[config.mk]
export PLATFORM = sky130hd
export DESIGN_NAME = led_pixel_pwm_bit_encoder_top
export DESIGN_NICKNAME = d
export VERILOG_FILES = /design/src/lpe_pkg.sv /design/src/lpe_scale.sv /design/src/lpe_serializer.sv /design/src/led_pixel_pwm_bit_encoder_top.sv
export SDC_FILE = /design/constraint.sdc
export NUM_CORES = 1
export LEC_CHECK = 0
export BUFFER_PORTS_ARGS = -buffer_cell sky130_fd_sc_hd__buf_2
export CAP_MARGIN = 20
export CORE_MARGIN = 4
export CORE_UTILIZATION = 55
export DETAILED_ROUTE_END_ITERATION = 12
export PLACE_DENSITY = 0.72
export SLEW_MARGIN = 20
export SYNTH_ARGS = -nofsm -noshare
export SYNTH_HDL_FRONTEND = slang
export SYNTH_SLANG_ARGS = --single-unit
[constraint.sdc]
create_clock -name clk -period 19.2 [get_ports clk]
set_input_delay 2.88 -clock clk [delete_from_list [all_inputs] [get_ports clk]]
set_output_delay 2.88 -clock clk [all_outputs]
set_load 0.02 [all_outputs]
[src/lpe_pkg.sv]
// Shared types, constants and the tangent table for the LED pixel PWM encoder.
package lpe_pkg;

	localparam int BitsPerPixel  = 24;
	localparam int MaxBrightness = 45;
	localparam int TanW          = 17;

	typedef enum logic [1:0] {
		CFG_SCALE_ENABLE = 2'd0,
		CFG_ONE_CODE     = 2'd1,
		CFG_ZERO_CODE    = 2'd2
	} cfg_reg_t;

	typedef struct packed {
		logic       scale_enable;
		logic [7:0] one_code;
		logic [7:0] zero_code;
	} cfg_t;

	// handoff from the input stage to the serializer
	typedef struct packed {
		logic                    gap;
		logic [BitsPerPixel-1:0] word;
	} load_t;

	// round(tan(d deg) * 65536), Q1.16
	function automatic logic [TanW-1:0] tan_q16(input logic [5:0] deg);
		logic [TanW-1:0] t;
		case (deg)
			6'd0:  t = 17'd0;
			6'd1:  t = 17'd1144;
			6'd2:  t = 17'd2289;
			6'd3:  t = 17'd3435;
			6'd4:  t = 17'd4583;
			6'd5:  t = 17'd5734;
			6'd6:  t = 17'd6888;
			6'd7:  t = 17'd8047;
			6'd8:  t = 17'd9210;
			6'd9:  t = 17'd10380;
			6'd10: t = 17'd11556;
			6'd11: t = 17'd12739;
			6'd12: t = 17'd13930;
			6'd13: t = 17'd15130;
			6'd14: t = 17'd16340;
			6'd15: t = 17'd17560;
			6'd16: t = 17'd18792;
			6'd17: t = 17'd20036;
			6'd18: t = 17'd21294;
			6'd19: t = 17'd22566;
			6'd20: t = 17'd23853;
			6'd21: t = 17'd25157;
			6'd22: t = 17'd26478;
			6'd23: t = 17'd27818;
			6'd24: t = 17'd29179;
			6'd25: t = 17'd30560;
			6'd26: t = 17'd31964;
			6'd27: t = 17'd33392;
			6'd28: t = 17'd34846;
			6'd29: t = 17'd36327;
			6'd30: t = 17'd37837;
			6'd31: t = 17'd39378;
			6'd32: t = 17'd40951;
			6'd33: t = 17'd42560;
			6'd34: t = 17'd44205;
			6'd35: t = 17'd45889;
			6'd36: t = 17'd47615;
			6'd37: t = 17'd49385;
			6'd38: t = 17'd51202;
			6'd39: t = 17'd53070;
			6'd40: t = 17'd54991;
			6'd41: t = 17'd56970;
			6'd42: t = 17'd59009;
			6'd43: t = 17'd61113;
			6'd44: t = 17'd63287;
			6'd45: t = 17'd65536;
			default: t = 17'd0;
		endcase
		return t;
	endfunction

endpackage

[src/lpe_scale.sv]
// Brightness scaling of the three channels, when enabled, and GRB packing.
module lpe_scale (
	input  logic                            scale_enable,
	input  logic [7:0]                      red,
	input  logic [7:0]                      green,
	input  logic [7:0]                      blue,
	input  logic [7:0]                      brightness,
	output logic [lpe_pkg::BitsPerPixel-1:0] word
);

	logic [5:0]                 angle;
	logic [lpe_pkg::TanW-1:0]   tan_val;
	logic [24:0]                prod_r;
	logic [24:0]                prod_g;
	logic [24:0]                prod_b;

	always_comb begin
		if (brightness > 8'(lpe_pkg::MaxBrightness)) begin
			angle = 6'(lpe_pkg::MaxBrightness);
		end else begin
			angle = brightness[5:0];
		end
	end

	assign tan_val = lpe_pkg::tan_q16(angle);
	assign prod_r  = 25'(red)   * 25'(tan_val);
	assign prod_g  = 25'(green) * 25'(tan_val);
	assign prod_b  = 25'(blue)  * 25'(tan_val);

	always_comb begin
		if (scale_enable) begin
			word = {prod_g[23:16], prod_r[23:16], prod_b[23:16]};
		end else begin
			word = {green, red, blue};
		end
	end

endmodule

[src/lpe_serializer.sv]
// Bit serializer: turns a packed pixel or a gap request into duty beats.
module lpe_serializer #(
	parameter int RESET_SLOTS = 50
) (
	input  logic          clk,
	input  logic          arst_n,
	input  logic          load_valid,
	output logic          load_ready,
	input  lpe_pkg::load_t load_data,
	input  lpe_pkg::cfg_t  cfg,
	output logic          out_valid,
	input  logic          out_ready,
	output logic [7:0]    duty,
	output logic          last
);

	localparam int SlotMax = (RESET_SLOTS > lpe_pkg::BitsPerPixel) ?
		RESET_SLOTS : lpe_pkg::BitsPerPixel;
	localparam int CntW = (SlotMax > 1) ? $clog2(SlotMax) : 1;

	logic                            busy_q;
	logic                            gap_q;
	logic [lpe_pkg::BitsPerPixel-1:0] word_q;
	logic [CntW-1:0]                 cnt_q;
	logic                            out_valid_q;
	logic [7:0]                      duty_q;
	logic                            last_q;
	logic                            emit;
	logic                            final_beat;
	logic                            load;

	assign emit       = busy_q && (!out_valid_q || out_ready);
	assign final_beat = (cnt_q == '0);
	assign load_ready = !busy_q || (emit && final_beat);
	assign load       = load_valid && load_ready;

	always_ff @(posedge clk or negedge arst_n) begin
		if (!arst_n) begin
			busy_q <= 1'b0;
		end else if (load) begin
			busy_q <= 1'b1;
		end else if (emit && final_beat) begin
			busy_q <= 1'b0;
		end
	end

	always_ff @(posedge clk) begin
		if (load) begin
			gap_q  <= load_data.gap;
			word_q <= load_data.word;
			cnt_q  <= load_data.gap ? CntW'(RESET_SLOTS - 1) :
				CntW'(lpe_pkg::BitsPerPixel - 1);
		end else if (emit) begin
			word_q <= {word_q[lpe_pkg::BitsPerPixel-2:0], 1'b0};
			cnt_q  <= cnt_q - CntW'(1);
		end
	end

	always_ff @(posedge clk or negedge arst_n) begin
		if (!arst_n) begin
			out_valid_q <= 1'b0;
		end else if (emit) begin
			out_valid_q <= 1'b1;
		end else if (out_ready) begin
			out_valid_q <= 1'b0;
		end
	end

	always_ff @(posedge clk) begin
		if (emit) begin
			if (gap_q) begin
				duty_q <= '0;
			end else if (word_q[lpe_pkg::BitsPerPixel-1]) begin
				duty_q <= cfg.one_code;
			end else begin
				duty_q <= cfg.zero_code;
			end
			last_q <= final_beat;
		end
	end

	assign out_valid = out_valid_q;
	assign duty      = duty_q;
	assign last      = last_q;

`ifndef SYNTHESIS
	a_load_busy: assert property (@(posedge clk) disable iff (!arst_n)
		load |=> busy_q)
		else $error("serializer not busy after load");
	a_gap_zero: assert property (@(posedge clk) disable iff (!arst_n)
		(emit && gap_q) |=> (out_valid_q && duty_q == 8'd0))
		else $error("gap beat with nonzero duty");
	a_pixel_cnt: assert property (@(posedge clk) disable iff (!arst_n)
		(busy_q && !gap_q) |-> (cnt_q <= CntW'(lpe_pkg::BitsPerPixel - 1)))
		else $error("pixel beat count out of range");
	a_last_done: assert property (@(posedge clk) disable iff (!arst_n)
		(emit && final_beat && !load) |=> !busy_q)
		else $error("serializer busy after last beat");
`endif

endmodule

[src/led_pixel_pwm_bit_encoder_top.sv]
// Top level of the LED pixel PWM bit encoder: config, input stage, serializer.
//
// A pixel command produces 24 duty beats (green, red, blue, MSB first), a reset command
// produces RESET_SLOTS beats of duty 0; last marks the final beat of each command. The
// serializer emits one beat per cycle unless out_ready stalls it; the next command waits
// in the input register and is loaded as the previous one's final beat is emitted, giving
// gapless output. An accepted command passes the input and shift registers before its
// first beat is registered. Brightness scaling uses one table lookup and three 8x17
// multiplies. Configuration writes always complete at once and should be made while idle.
module led_pixel_pwm_bit_encoder_top #(
	parameter int RESET_SLOTS = 50
) (
	input  logic       clk,
	input  logic       arst_n,
	input  logic       cfg_valid,
	output logic       cfg_ready,
	input  logic [1:0] cfg_index,
	input  logic [7:0] cfg_data,
	input  logic       in_valid,
	output logic       in_ready,
	input  logic       command,
	input  logic [7:0] red,
	input  logic [7:0] green,
	input  logic [7:0] blue,
	input  logic [7:0] brightness,
	output logic       out_valid,
	input  logic       out_ready,
	output logic [7:0] duty,
	output logic       last
);

	lpe_pkg::cfg_t  cfg_q;
	logic           valid_s1;
	logic           command_s1;
	logic [7:0]     red_s1;
	logic [7:0]     green_s1;
	logic [7:0]     blue_s1;
	logic [7:0]     brightness_s1;
	logic           load_ready;
	lpe_pkg::load_t load_data;
	logic [lpe_pkg::BitsPerPixel-1:0] word;

	assign cfg_ready = 1'b1;

	always_ff @(posedge clk or negedge arst_n) begin
		if (!arst_n) begin
			cfg_q.scale_enable <= 1'b1;
			cfg_q.one_code     <= 8'd13;
			cfg_q.zero_code    <= 8'd6;
		end else if (cfg_valid) begin
			unique case (cfg_index)
				lpe_pkg::CFG_SCALE_ENABLE: cfg_q.scale_enable <= cfg_data[0];
				lpe_pkg::CFG_ONE_CODE:     cfg_q.one_code     <= cfg_data;
				lpe_pkg::CFG_ZERO_CODE:    cfg_q.zero_code    <= cfg_data;
				default: ;
			endcase
		end
	end

	// input stage frees up when it is empty or as soon as the serializer loads its command
	assign in_ready = !valid_s1 || load_ready;

	always_ff @(posedge clk or negedge arst_n) begin
		if (!arst_n) begin
			valid_s1 <= 1'b0;
		end else if (in_ready) begin
			valid_s1 <= in_valid;
		end
	end

	always_ff @(posedge clk) begin
		if (in_valid && in_ready) begin
			command_s1    <= command;
			red_s1        <= red;
			green_s1      <= green;
			blue_s1       <= blue;
			brightness_s1 <= brightness;
		end
	end

	lpe_scale u_scale (
		.scale_enable (cfg_q.scale_enable),
		.red          (red_s1),
		.green        (green_s1),
		.blue         (blue_s1),
		.brightness   (brightness_s1),
		.word         (word)
	);

	assign load_data = {command_s1, word};

	lpe_serializer #(
		.RESET_SLOTS (RESET_SLOTS)
	) u_serializer (
		.clk        (clk),
		.arst_n     (arst_n),
		.load_valid (valid_s1),
		.load_ready (load_ready),
		.load_data  (load_data),
		.cfg        (cfg_q),
		.out_valid  (out_valid),
		.out_ready  (out_ready),
		.duty       (duty),
		.last       (last)
	);

endmodule

==> results of run 1 <==
==> critical path: cells and delay by family, from the launching register on <==
family / cells / cell delay, ps
mux: 1 / 140
fa+ha+maj: 6 / 2530
compound gates: 12 / 3900
buf+inv: 3 / 260
simple gates: 4 / 930
flops: 1 / 810
==> cell usage in the layout, fill, tap and decap left out, types with 7 or more instances in the layout <==
master / synthesis / routed
nand2b_1: 12 / 12
nor3b_1: 15 / 15
mux2_2: 17 / 17
buf_2: 4 / 58
o211ai_1: 14 / 14
ha_1: 130 / 130
nand3b_1: 9 / 9
nor2b_1: 59 / 59
xor2_1: 11 / 11
buf_4: 1 / 18
nor2_1: 39 / 39
dfrtp_1: 14 / 14
a211o_1: 7 / 7
nand2_1: 130 / 130
and3_1: 10 / 10
nand3_1: 23 / 23
a31oi_1: 12 / 10
fa_1: 264 / 264
xnor2_1: 22 / 22
inv_1: 314 / 314
a21oi_1: 59 / 58
edfxtp_1: 73 / 73
clkbuf_16: 0 / 9
mux2i_1: 24 / 23
o21ai_0: 50 / 46
a21o_1: 19 / 19
and2_1: 281 / 280
==> routing by layer <==
metal	share of wire	routed length, um
met1	0.43	16600
met2	0.50	19180
met4	0.018	706
met3	0.054	2062
met5	0	0
==> sequential cells by signal, indices dropped and copies added (netlist names) <==
name / flops
valid_s1: 1
blue_s1: 8
cfg_q: 17
brightness_s1: 8
green_s1: 8
u_serializer.out_valid: 1
u_serializer.last: 1
u_serializer.word_q: 24
u_serializer.gap_q: 1
red_s1: 8
u_serializer.duty: 8
u_serializer.busy_q: 1
command_s1: 1
u_serializer.cnt_q: 6
==> final cells by class <==
type / instances / area (um^2)
multi-input combinational: 1301 / 12630
fill: 2625 / 12220
sequential: 93 / 2700
inverter: 314 / 1179
tap: 390 / 488.0
timing repair buffer: 77 / 436.7
clock buffer: 9 / 225.2
clock inverter: 7 / 77.57
==> synthesized netlist by cell type, types with 3 or more instances <==
cell type,number,area share
a211o_1,7,0.0036
a211oi_1,6,0.0027
a21o_1,19,0.0085
a21oi_1,59,0.018
a22oi_1,3,0.0013
a31oi_1,12,0.0045
and2_1,281,0.10
and3_1,10,0.0037
buf_1,4,0.00089
buf_2,4,0.0012
buf_6,3,0.0020
clkbuf_1,89,0.020
dfrtp_1,14,0.021
dfstp_2,6,0.0093
edfxtp_1,73,0.13
fa_1,264,0.31
ha_1,130,0.096
inv_1,314,0.070
mux2_2,17,0.011
mux2i_1,24,0.014
nand2_1,130,0.029
nand2b_1,12,0.0045
nand3_1,23,0.0068
nand3b_1,9,0.0040
nand4_1,5,0.0019
nor2_1,39,0.0087
nor2b_1,59,0.022
nor3_1,7,0.0021
nor3b_1,15,0.0067
nor4_1,3,0.0011
o211ai_1,14,0.0062
o21ai_0,50,0.015
o21ai_1,3,0.00089
o21bai_1,6,0.0027
o31ai_1,5,0.0022
or2_2,3,0.0011
or3_1,6,0.0022
xnor2_1,22,0.011
xor2_1,11,0.0057
==> final timing paths <==
path,cells after the start,startpoint,slack (ps),to
min reg2reg,0,command_s1$_DFFE_PP_,470,u_serializer.gap_q$_DFFE_PP_
max,26,brightness_s1[4]$_DFFE_PP_,10360,u_serializer.word_q[21]$_DFFE_PP_
max reg2reg,26,brightness_s1[4]$_DFFE_PP_,10360,u_serializer.word_q[21]$_DFFE_PP_
min,0,command_s1$_DFFE_PP_,470,u_serializer.gap_q$_DFFE_PP_
min in group asynchronous,1,arst_n,2440,u_serializer.busy_q$_DFFE_PN0P_
max in group asynchronous,1,arst_n,16410,cfg_q[8]$_DFFE_PN1P_
==> kinds of logic after synthesis <==
logic type / after synthesis / share of synthesized area
AOI/OAI and AO/OA: 220 / 0.08791
other: 1 / 0.0002223
and+or+nand+nor: 612 / 0.2050
DFF: 93 / 0.1601
adders and majority gates: 394 / 0.4098
muxes: 41 / 0.02559
xor gates and xnor gates: 33 / 0.01714
buffers and inverters: 415 / 0.09421
==> per-stage QoR <==
step           utilization  instance area [um^2]
2_1_floorplan            -                 16870
3_3_place_gp        0.5817                 17420
6_report            0.5921                 17740
3_5_place_dp        0.5820                 17430
5_1_grt             0.5921                 17740
4_1_cts             0.5921                 17740
==> report_power, final <==
part	switching (mW)	internal [mW]	total, mW
clock network	0.0944	0.0926	0.187
registers	0.0155	0.237	0.252
logic	0.0732	0.0608	0.134
total	0.183	0.390	0.573
==> out/metrics.yaml, run 1 <==
outcome:
  status: "complete, no violations"
synthesis:
  syn_avg_cell_area_um2: 9.323
  synth-edff-count: 73
  synth.distinct_cells: 74
  netlist_area_um2: 16870
  synth_cells: 1809
  yosysSeqAreaShare: 0.1601
  syn_nets: 2251
  synth_seq_cells: 93
  async_flop_share: 0.2151
  yosysWarnings: 0
  ys.flop_type: "edfxtp_1"
power_and_ir_drop:
  p_total_uw: 573.3
  peakVddDrop_uv: 45.19
  p_per_area_nw_per_um2: 32.32
  p_leak_nw: 8.673
sta:
  worst_pin_slew_ps: 1135
  fin_ws_ps: 10360
  hold_ws_ps: 474.9
  period_minus_slack_ps: 8838
  slew_viol_final: 0
  setup_violations: 0
  fin_crit_sh: 0.4603
  clock_skew_ps: 17.66
  hold_violations: 0
  slew_headroom: 0.2431
  fin_setup_tns_ps: 0
  rsz0062_at_grt: "no"
  fmax_mhz: 113.1
routing:
  vias_per_cell: 5.686
  finalWirelength_um: 38540
  remaining_drc_errors: 0
  first_iter_violations: 924
  vias: 12460
  wire_per_inst_um: 17.59
  ant_nets: 0
  first_pass_iters: 6
grt:
  grt.busiest_layer: "met2"
  grt_pass1_vias: 13420
  globalRouteMet1Util: 0.3277
  grt_overflow_total: 0
  grt_max_degree: 50
  grtUsageMet3: 0.03074
  antenna_found_initial: 0
  grt_util_all_layers: 0.2429
  met2_usage: 0.4204
  grt_pass1_wl_um: 66670
placed_design:
  dp_slack_ps: 10540
  place_hpwl_um: 28080
  dpl.cell_count: 2175
  io_buffer_count: 58
  gp_congestion: 0.9171
clocking:
  clockRootBuffer: "clkbuf_16"
  h-tree-depth: 3
  cts_sinks: 93
  cts-buffers-inserted: 9
  cts_tree: "built"
  insertion_delay_ps: 370
  cts_setup_buffers: 0
  cts_resized: 0
  clockBufferDepth: 2
  cts.clk_slew.worst_paths_ps: 80
  cts_hold_buf: 0
cells_and_area:
  fin_cells: 2191
  area_delta_synth_final_pct: 5.163
  drive_above_1_share: 0.07996
  diodes: 0
  nets: 2238
floorplan:
  dieHeight_um: 183.1
  initial_core_util: 0.5631
  die_w_um: 183.1
  boundaryPins: 60
  core_area_um2: 29950
  num_rows: 63
  dieArea_um2: 33530
job:
  max_cap_viol_count: 0
critical_path:
  crit_path_top_delay_cell: "o311a_1"
  cp_slowest_stage_delay_ps: 960
  end_kind: "register"
  crit_top_cell: "fa_1"
  cp.required_ps: 19310
  startpoint_type: "register"
  path_max_fanout: 25
  cp.arrival_ps: 8950
  criticalPathCategory: "register to register"
min_path:
  hp-class: "register to register"
Power figures use the tool's default switching activity.
==> run 2: changes to the inputs <==
==> constraint.sdc (replaced) <==
create_clock -name clk -period 8.7 [get_ports clk]
set_input_delay 1.305 -clock clk [delete_from_list [all_inputs] [get_ports clk]]
set_output_delay 1.305 -clock clk [all_outputs]
set_load 0.02 [all_outputs]
==> run 2 against run 1 <==
Die area unchanged; power rose by 120%; sequential share of layout area fell by 0.091 points; final area grew 0.60%; register-to-register slack worse by 9900 ps; first-iteration DRC count increased by 5.4%; critical path type unchanged; largest cell class unchanged; largest power group unchanged; highest routed layer unchanged.
==> out/metrics.yaml, run 2 (synthesis results as in run 1) <==
outcome:
  status: "complete, no violations"
critical_path:
  reg2reg_from: "brightness_s1[5]$_DFFE_PP_"
  crit_path_top_delay_cell: "edfxtp_1"
  cp.arrival_ps: 8320
  crit_top_cell: "fa_1"
  end_kind: "register"
  critPathBufInv: 3
  cpLargestDelayFamily: "compound AO/OA/AOI/OAI gates"
  r2r_cells: 25
  cp_slowest_stage_delay_ps: 640
  cp.required_ps: 8810
  cp.depth: 25
  startpoint_type: "register"
  path_max_fanout: 20
  crit_start: "brightness_s1[5]$_DFFE_PP_"
  criticalPathCategory: "register to register"
clocking:
  h-tree-depth: 3
  insertion_delay_ps: 360
  cts-buffers-inserted: 9
  cts_sinks: 93
  cts.clk_slew.worst_paths_ps: 80
  clockRootBuffer: "clkbuf_16"
  clockBufferDepth: 2
  cts_tree: "built"
sta:
  setup_violations: 0
  fin_crit_sh: 0.9443
  fin_ws_ps: 484.2
  slew_headroom: 0.4050
  fin_setup_tns_ps: 0
  rsz0062_at_grt: "no"
  hold_ws_ps: 456.5
  fmax_mhz: 121.7
  worst_pin_slew_ps: 892.5
  slew_viol_final: 0
  hold_violations: 0
  period_minus_slack_ps: 8216
  clock_skew_ps: 15.80
cells_and_area:
  reg_top3: "u_serializer.word_q x24, cfg_q x17"
  regMostFlops: "u_serializer.word_q"
  drive_above_1_share: 0.08619
  final_cell_mix: "314 x inv_1, 280 x and2_1, 264 x fa_1"
  layout_commonest_cell: "inv_1"
  diodes: 0
  nets: 2247
  area_delta_synth_final_pct: 5.794
  nFillCells: 2624
  largest_register_ffs: 24
min_path:
  hp-class: "register to register"
  min_from: "command_s1$_DFFE_PP_"
  hold_depth: 0
floorplan:
  boundaryPins: 60
  initial_core_util: 0.5631
  dieHeight_um: 183.1
  die_w_um: 183.1
  num_rows: 63
  dieArea_um2: 33530
  core_area_um2: 29950
grt:
  grt_util_all_layers: 0.2438
  grt_pass1_vias: 13380
  grt_max_degree: 50
  grt_overflow_total: 0
  antenna_found_initial: 0
  grt_pass1_wl_um: 66780
placed_design:
  dp_slack_ps: 481.0
  io_buffer_count: 58
  place_hpwl_um: 28670
  gp_congestion: 0.9663
power_and_ir_drop:
  p_per_area_nw_per_um2: 70.80
  peakVddDrop_uv: 174.2
  p_leak_nw: 8.728
routing:
  vias_per_cell: 5.620
  first_iter_violations: 974
  finalWirelength_um: 38390
  first_pass_iters: 5
  vias: 12360
  remaining_drc_errors: 0
  wire_per_inst_um: 17.45
  ant_nets: 0
job:
  max_cap_viol_count: 0
run 2: cell types whose count changed in the layout (fill, tap and decap cells not counted), sizes merged:
| cell | previous run | this run |
|---|---|---|
| buf | 77 | 86 |
| clkinv | 2 | 1 |
| clkinvlp | 1 | 0 |
| inv | 318 | 320 |
run 2: routing by layer:
metal  share of wire  track usage
met1            0.44       0.3307
met2            0.49       0.4156
met3           0.045      0.02876
met4           0.028      0.07271
met5               0            0
run 2: cell type report:
cell class	count	area, um^2	area share
clock buffers	9	225.2	0.01262
multi-input cells	1301	12670	0.7099
flip-flops and latches	93	2700	0.1513
repair buffers	86	500.5	0.02805
well taps	390	488.0	0.02735
inverters	314	1179	0.06605
clock inverters	7	83.83	0.004698
run 2: repair_timing:
action / in CTS / in global routing
buffers inserted: 0 / 0
endpoints found under the setup margin: 0 / 6
hold buffers: 0 / 0
gates resized for setup: 0 / 7
run 2: final timing paths:
check | to | slack (ps)
max | u_serializer.word_q[21]$_DFFE_PP_ | 480
min | u_serializer.gap_q$_DFFE_PP_ | 460
max reg2reg | u_serializer.word_q[21]$_DFFE_PP_ | 480
min reg2reg | u_serializer.gap_q$_DFFE_PP_ | 460
max in group asynchronous | cfg_q[8]$_DFFE_PN1P_ | 7480
min in group asynchronous | cfg_q[9]$_DFFE_PN0P_ | 870
run 2: power by group:
group	internal [mW]	switching [mW]	total, mW	leakage (nW)
combinational	0.134	0.161	0.296	7.66
clock	0.209	0.203	0.411	0.152
sequential	0.523	0.0338	0.557	0.912
run 2: stage by stage:
stage               power (mW)  area (um^2)  std cells    util
finish                   1.263        17840       2200  0.5957
global route             1.344        17840       2200  0.5957
CTS                      1.273        17810       2200  0.5946
detailed placement      0.8607        17500       2184  0.5843
global placement        0.8524        17500       2184  0.5842
floorplan               0.7788        16870       1809       -
==> run 3: changes to the inputs <==
--- a/config.mk
+++ b/config.mk
@@ -9,8 +9,10 @@
 export CAP_MARGIN = 20
 export CORE_MARGIN = 4
 export CORE_UTILIZATION = 55
+export CTS_BUF_LIST = sky130_fd_sc_hd__clkbuf_4 sky130_fd_sc_hd__clkbuf_8
 export DETAILED_ROUTE_END_ITERATION = 12
 export PLACE_DENSITY = 0.72
+export SETUP_SLACK_MARGIN = 0.2
 export SLEW_MARGIN = 20
 export SYNTH_ARGS = -nofsm -noshare
 export SYNTH_HDL_FRONTEND = slang
==> run 3 against run 2 <==
Clock skew grew 6.8 ps; largest power group unchanged; largest cell class unchanged; combinational power about the same; final cell count up 0.18%; power shrank 8.2%; final area shrank 0.38%.
==> out/metrics.yaml, run 3 (synthesis results as in run 1) <==
outcome:
  status: "complete, no violations"
routing:
  wire_per_inst_um: 17.39
  finalWirelength_um: 38340
  wl_met3_um: 1806
  vias_per_cell: 5.613
  drt-met1-wl_um: 16780
  remaining_drc_errors: 0
  first_pass_iters: 6
  vias: 12370
  top_layer_used: "met4"
  ant_nets: 0
  met2_length_um: 18730
  first_iter_violations: 955
cells_and_area:
  largest_register_ffs: 24
  drive_above_1_share: 0.08875
  area_delta_synth_final_pct: 5.393
  final_core_util: 0.5934
  diodes: 0
  fin_area_um2: 17780
  fin_cells: 2204
  regMostFlops: "u_serializer.word_q"
  layout_commonest_cell: "inv_1"
  multi_input_area_um2: 12670
  nets: 2251
  nFillCells: 2636
  reg_top3: "u_serializer.word_q x24, cfg_q x17"
  register_area_um2: 2700
  final_cell_mix: "314 x inv_1, 280 x and2_1, 264 x fa_1"
floorplan:
  core_area_um2: 29950
  dieHeight_um: 183.1
  dieArea_um2: 33530
  die_w_um: 183.1
  initial_core_util: 0.5631
  boundaryPins: 60
  num_rows: 63
sta:
  worst_pin_slew_ps: 889.6
  hold_ws_ps: 460.2
  fmax_mhz: 123.9
  fin_ws_ps: 626.2
  fin_setup_tns_ps: 0
  setup_violations: 0
  rsz0062_at_grt: "no"
  period_minus_slack_ps: 8074
  fin_crit_sh: 0.9280
  slew_viol_final: 0
  slew_headroom: 0.4069
  hold_violations: 0
  clock_skew_ps: 22.63
clocking:
  cts.clk_slew.worst_paths_ps: 120
  cts_tree: "built"
  h-tree-depth: 3
  cts-buffers-inserted: 9
  cts_sinks: 93
  cts_hold_buf: 0
  insertion_delay_ps: 400
  clockBufferDepth: 2
  clockRootBuffer: "clkbuf_8"
grt:
  grt_max_degree: 50
  antenna_found_initial: 0
  grt_pass1_vias: 13350
  grt_pass1_wl_um: 66590
  grt_overflow_total: 0
  grt_util_all_layers: 0.2426
critical_path:
  cp.arrival_ps: 8220
  criticalPathCategory: "register to register"
  cpLargestDelayFamily: "compound AO/OA/AOI/OAI gates"
  crit_top_cell: "fa_1"
  r2r-end: "u_serializer.word_q[21]$_DFFE_PP_"
  end_kind: "register"
  crit_path_top_delay_cell: "edfxtp_1"
  critPathBufInv: 3
  reg2reg_from: "brightness_s1[5]$_DFFE_PP_"
  startpoint_type: "register"
  r2r_cells: 26
  rrSetupSlack_ps: 630
  cp.required_ps: 8850
  cp_slowest_stage_delay_ps: 650
  cp.depth: 26
  path_max_fanout: 15
placed_design:
  dpl.cell_count: 2184
  dp_slack_ps: 481.0
  io_buffer_count: 58
  gp_congestion: 0.9663
  place_hpwl_um: 28670
  place_area_um2: 17500
min_path:
  min_from: "command_s1$_DFFE_PP_"
  whs_endpoint: "u_serializer.gap_q$_DFFE_PP_"
  hold_depth: 0
  hp-class: "register to register"
power_and_ir_drop:
  p_leak_nw: 8.703
  p_total_mw: 1.160
  p_per_area_nw_per_um2: 65.26
  peakVddDrop_uv: 148.0
job:
  max_cap_viol_count: 0
==> run 3: changes by cell type in the layout (fill, tap and decap cells not counted) <==
cell,previous run,this run
o21ai_2,2,3
o21ai_1,5,4
buf_4,28,32
clkbuf_16,9,0
clkbuf_8,0,9
==> run 3: timing repair <==
item | CTS | global route
endpoints found under the hold margin | 0 | 0
gates resized for setup | 0 | 8
setup endpoints to repair | 0 | 13
setup buffers | 0 | 4
==> run 3: worst max path at each step <==
stage | from | to | slack, ps
floorplan | brightness_s1[4]$_DFFE_PP_ | u_serializer.word_q[21]$_DFFE_PP_ | 1390
global placement | brightness_s1[5]$_DFFE_PP_ | u_serializer.word_q[21]$_DFFE_PP_ | 550
detailed placement | brightness_s1[5]$_DFFE_PP_ | u_serializer.word_q[21]$_DFFE_PP_ | 480
CTS | brightness_s1[5]$_DFFE_PP_ | u_serializer.word_q[21]$_DFFE_PP_ | 440
global route | brightness_s1[5]$_DFFE_PP_ | u_serializer.word_q[21]$_DFFE_PP_ | 180
finish | brightness_s1[5]$_DFFE_PP_ | u_serializer.word_q[21]$_DFFE_PP_ | 630
==> run 3: cell type report <==
type / instances / area share
multi-input combinational: 1301 / 0.7128
tap: 390 / 0.02745
sequential: 93 / 0.1519
clock buffer: 9 / 0.006968
clock inverter: 7 / 0.004716
timing repair buffer: 90 / 0.02984
inverter: 314 / 0.06631
==> run 3: per-layer routing <==
metal	global-route usage	vias to the layer above
li1	-	5718
met1	0.3312	6224
met2	0.4153	363
met3	0.02578	67
met4	0.06824	0
met5	0	-
==> run 3: power by group <==
group,internal (mW),total (mW),switching (mW),leakage [nW]
sequential,0.522,0.556,0.0337,0.912
combinational,0.134,0.295,0.161,7.68
clock,0.118,0.309,0.190,0.106
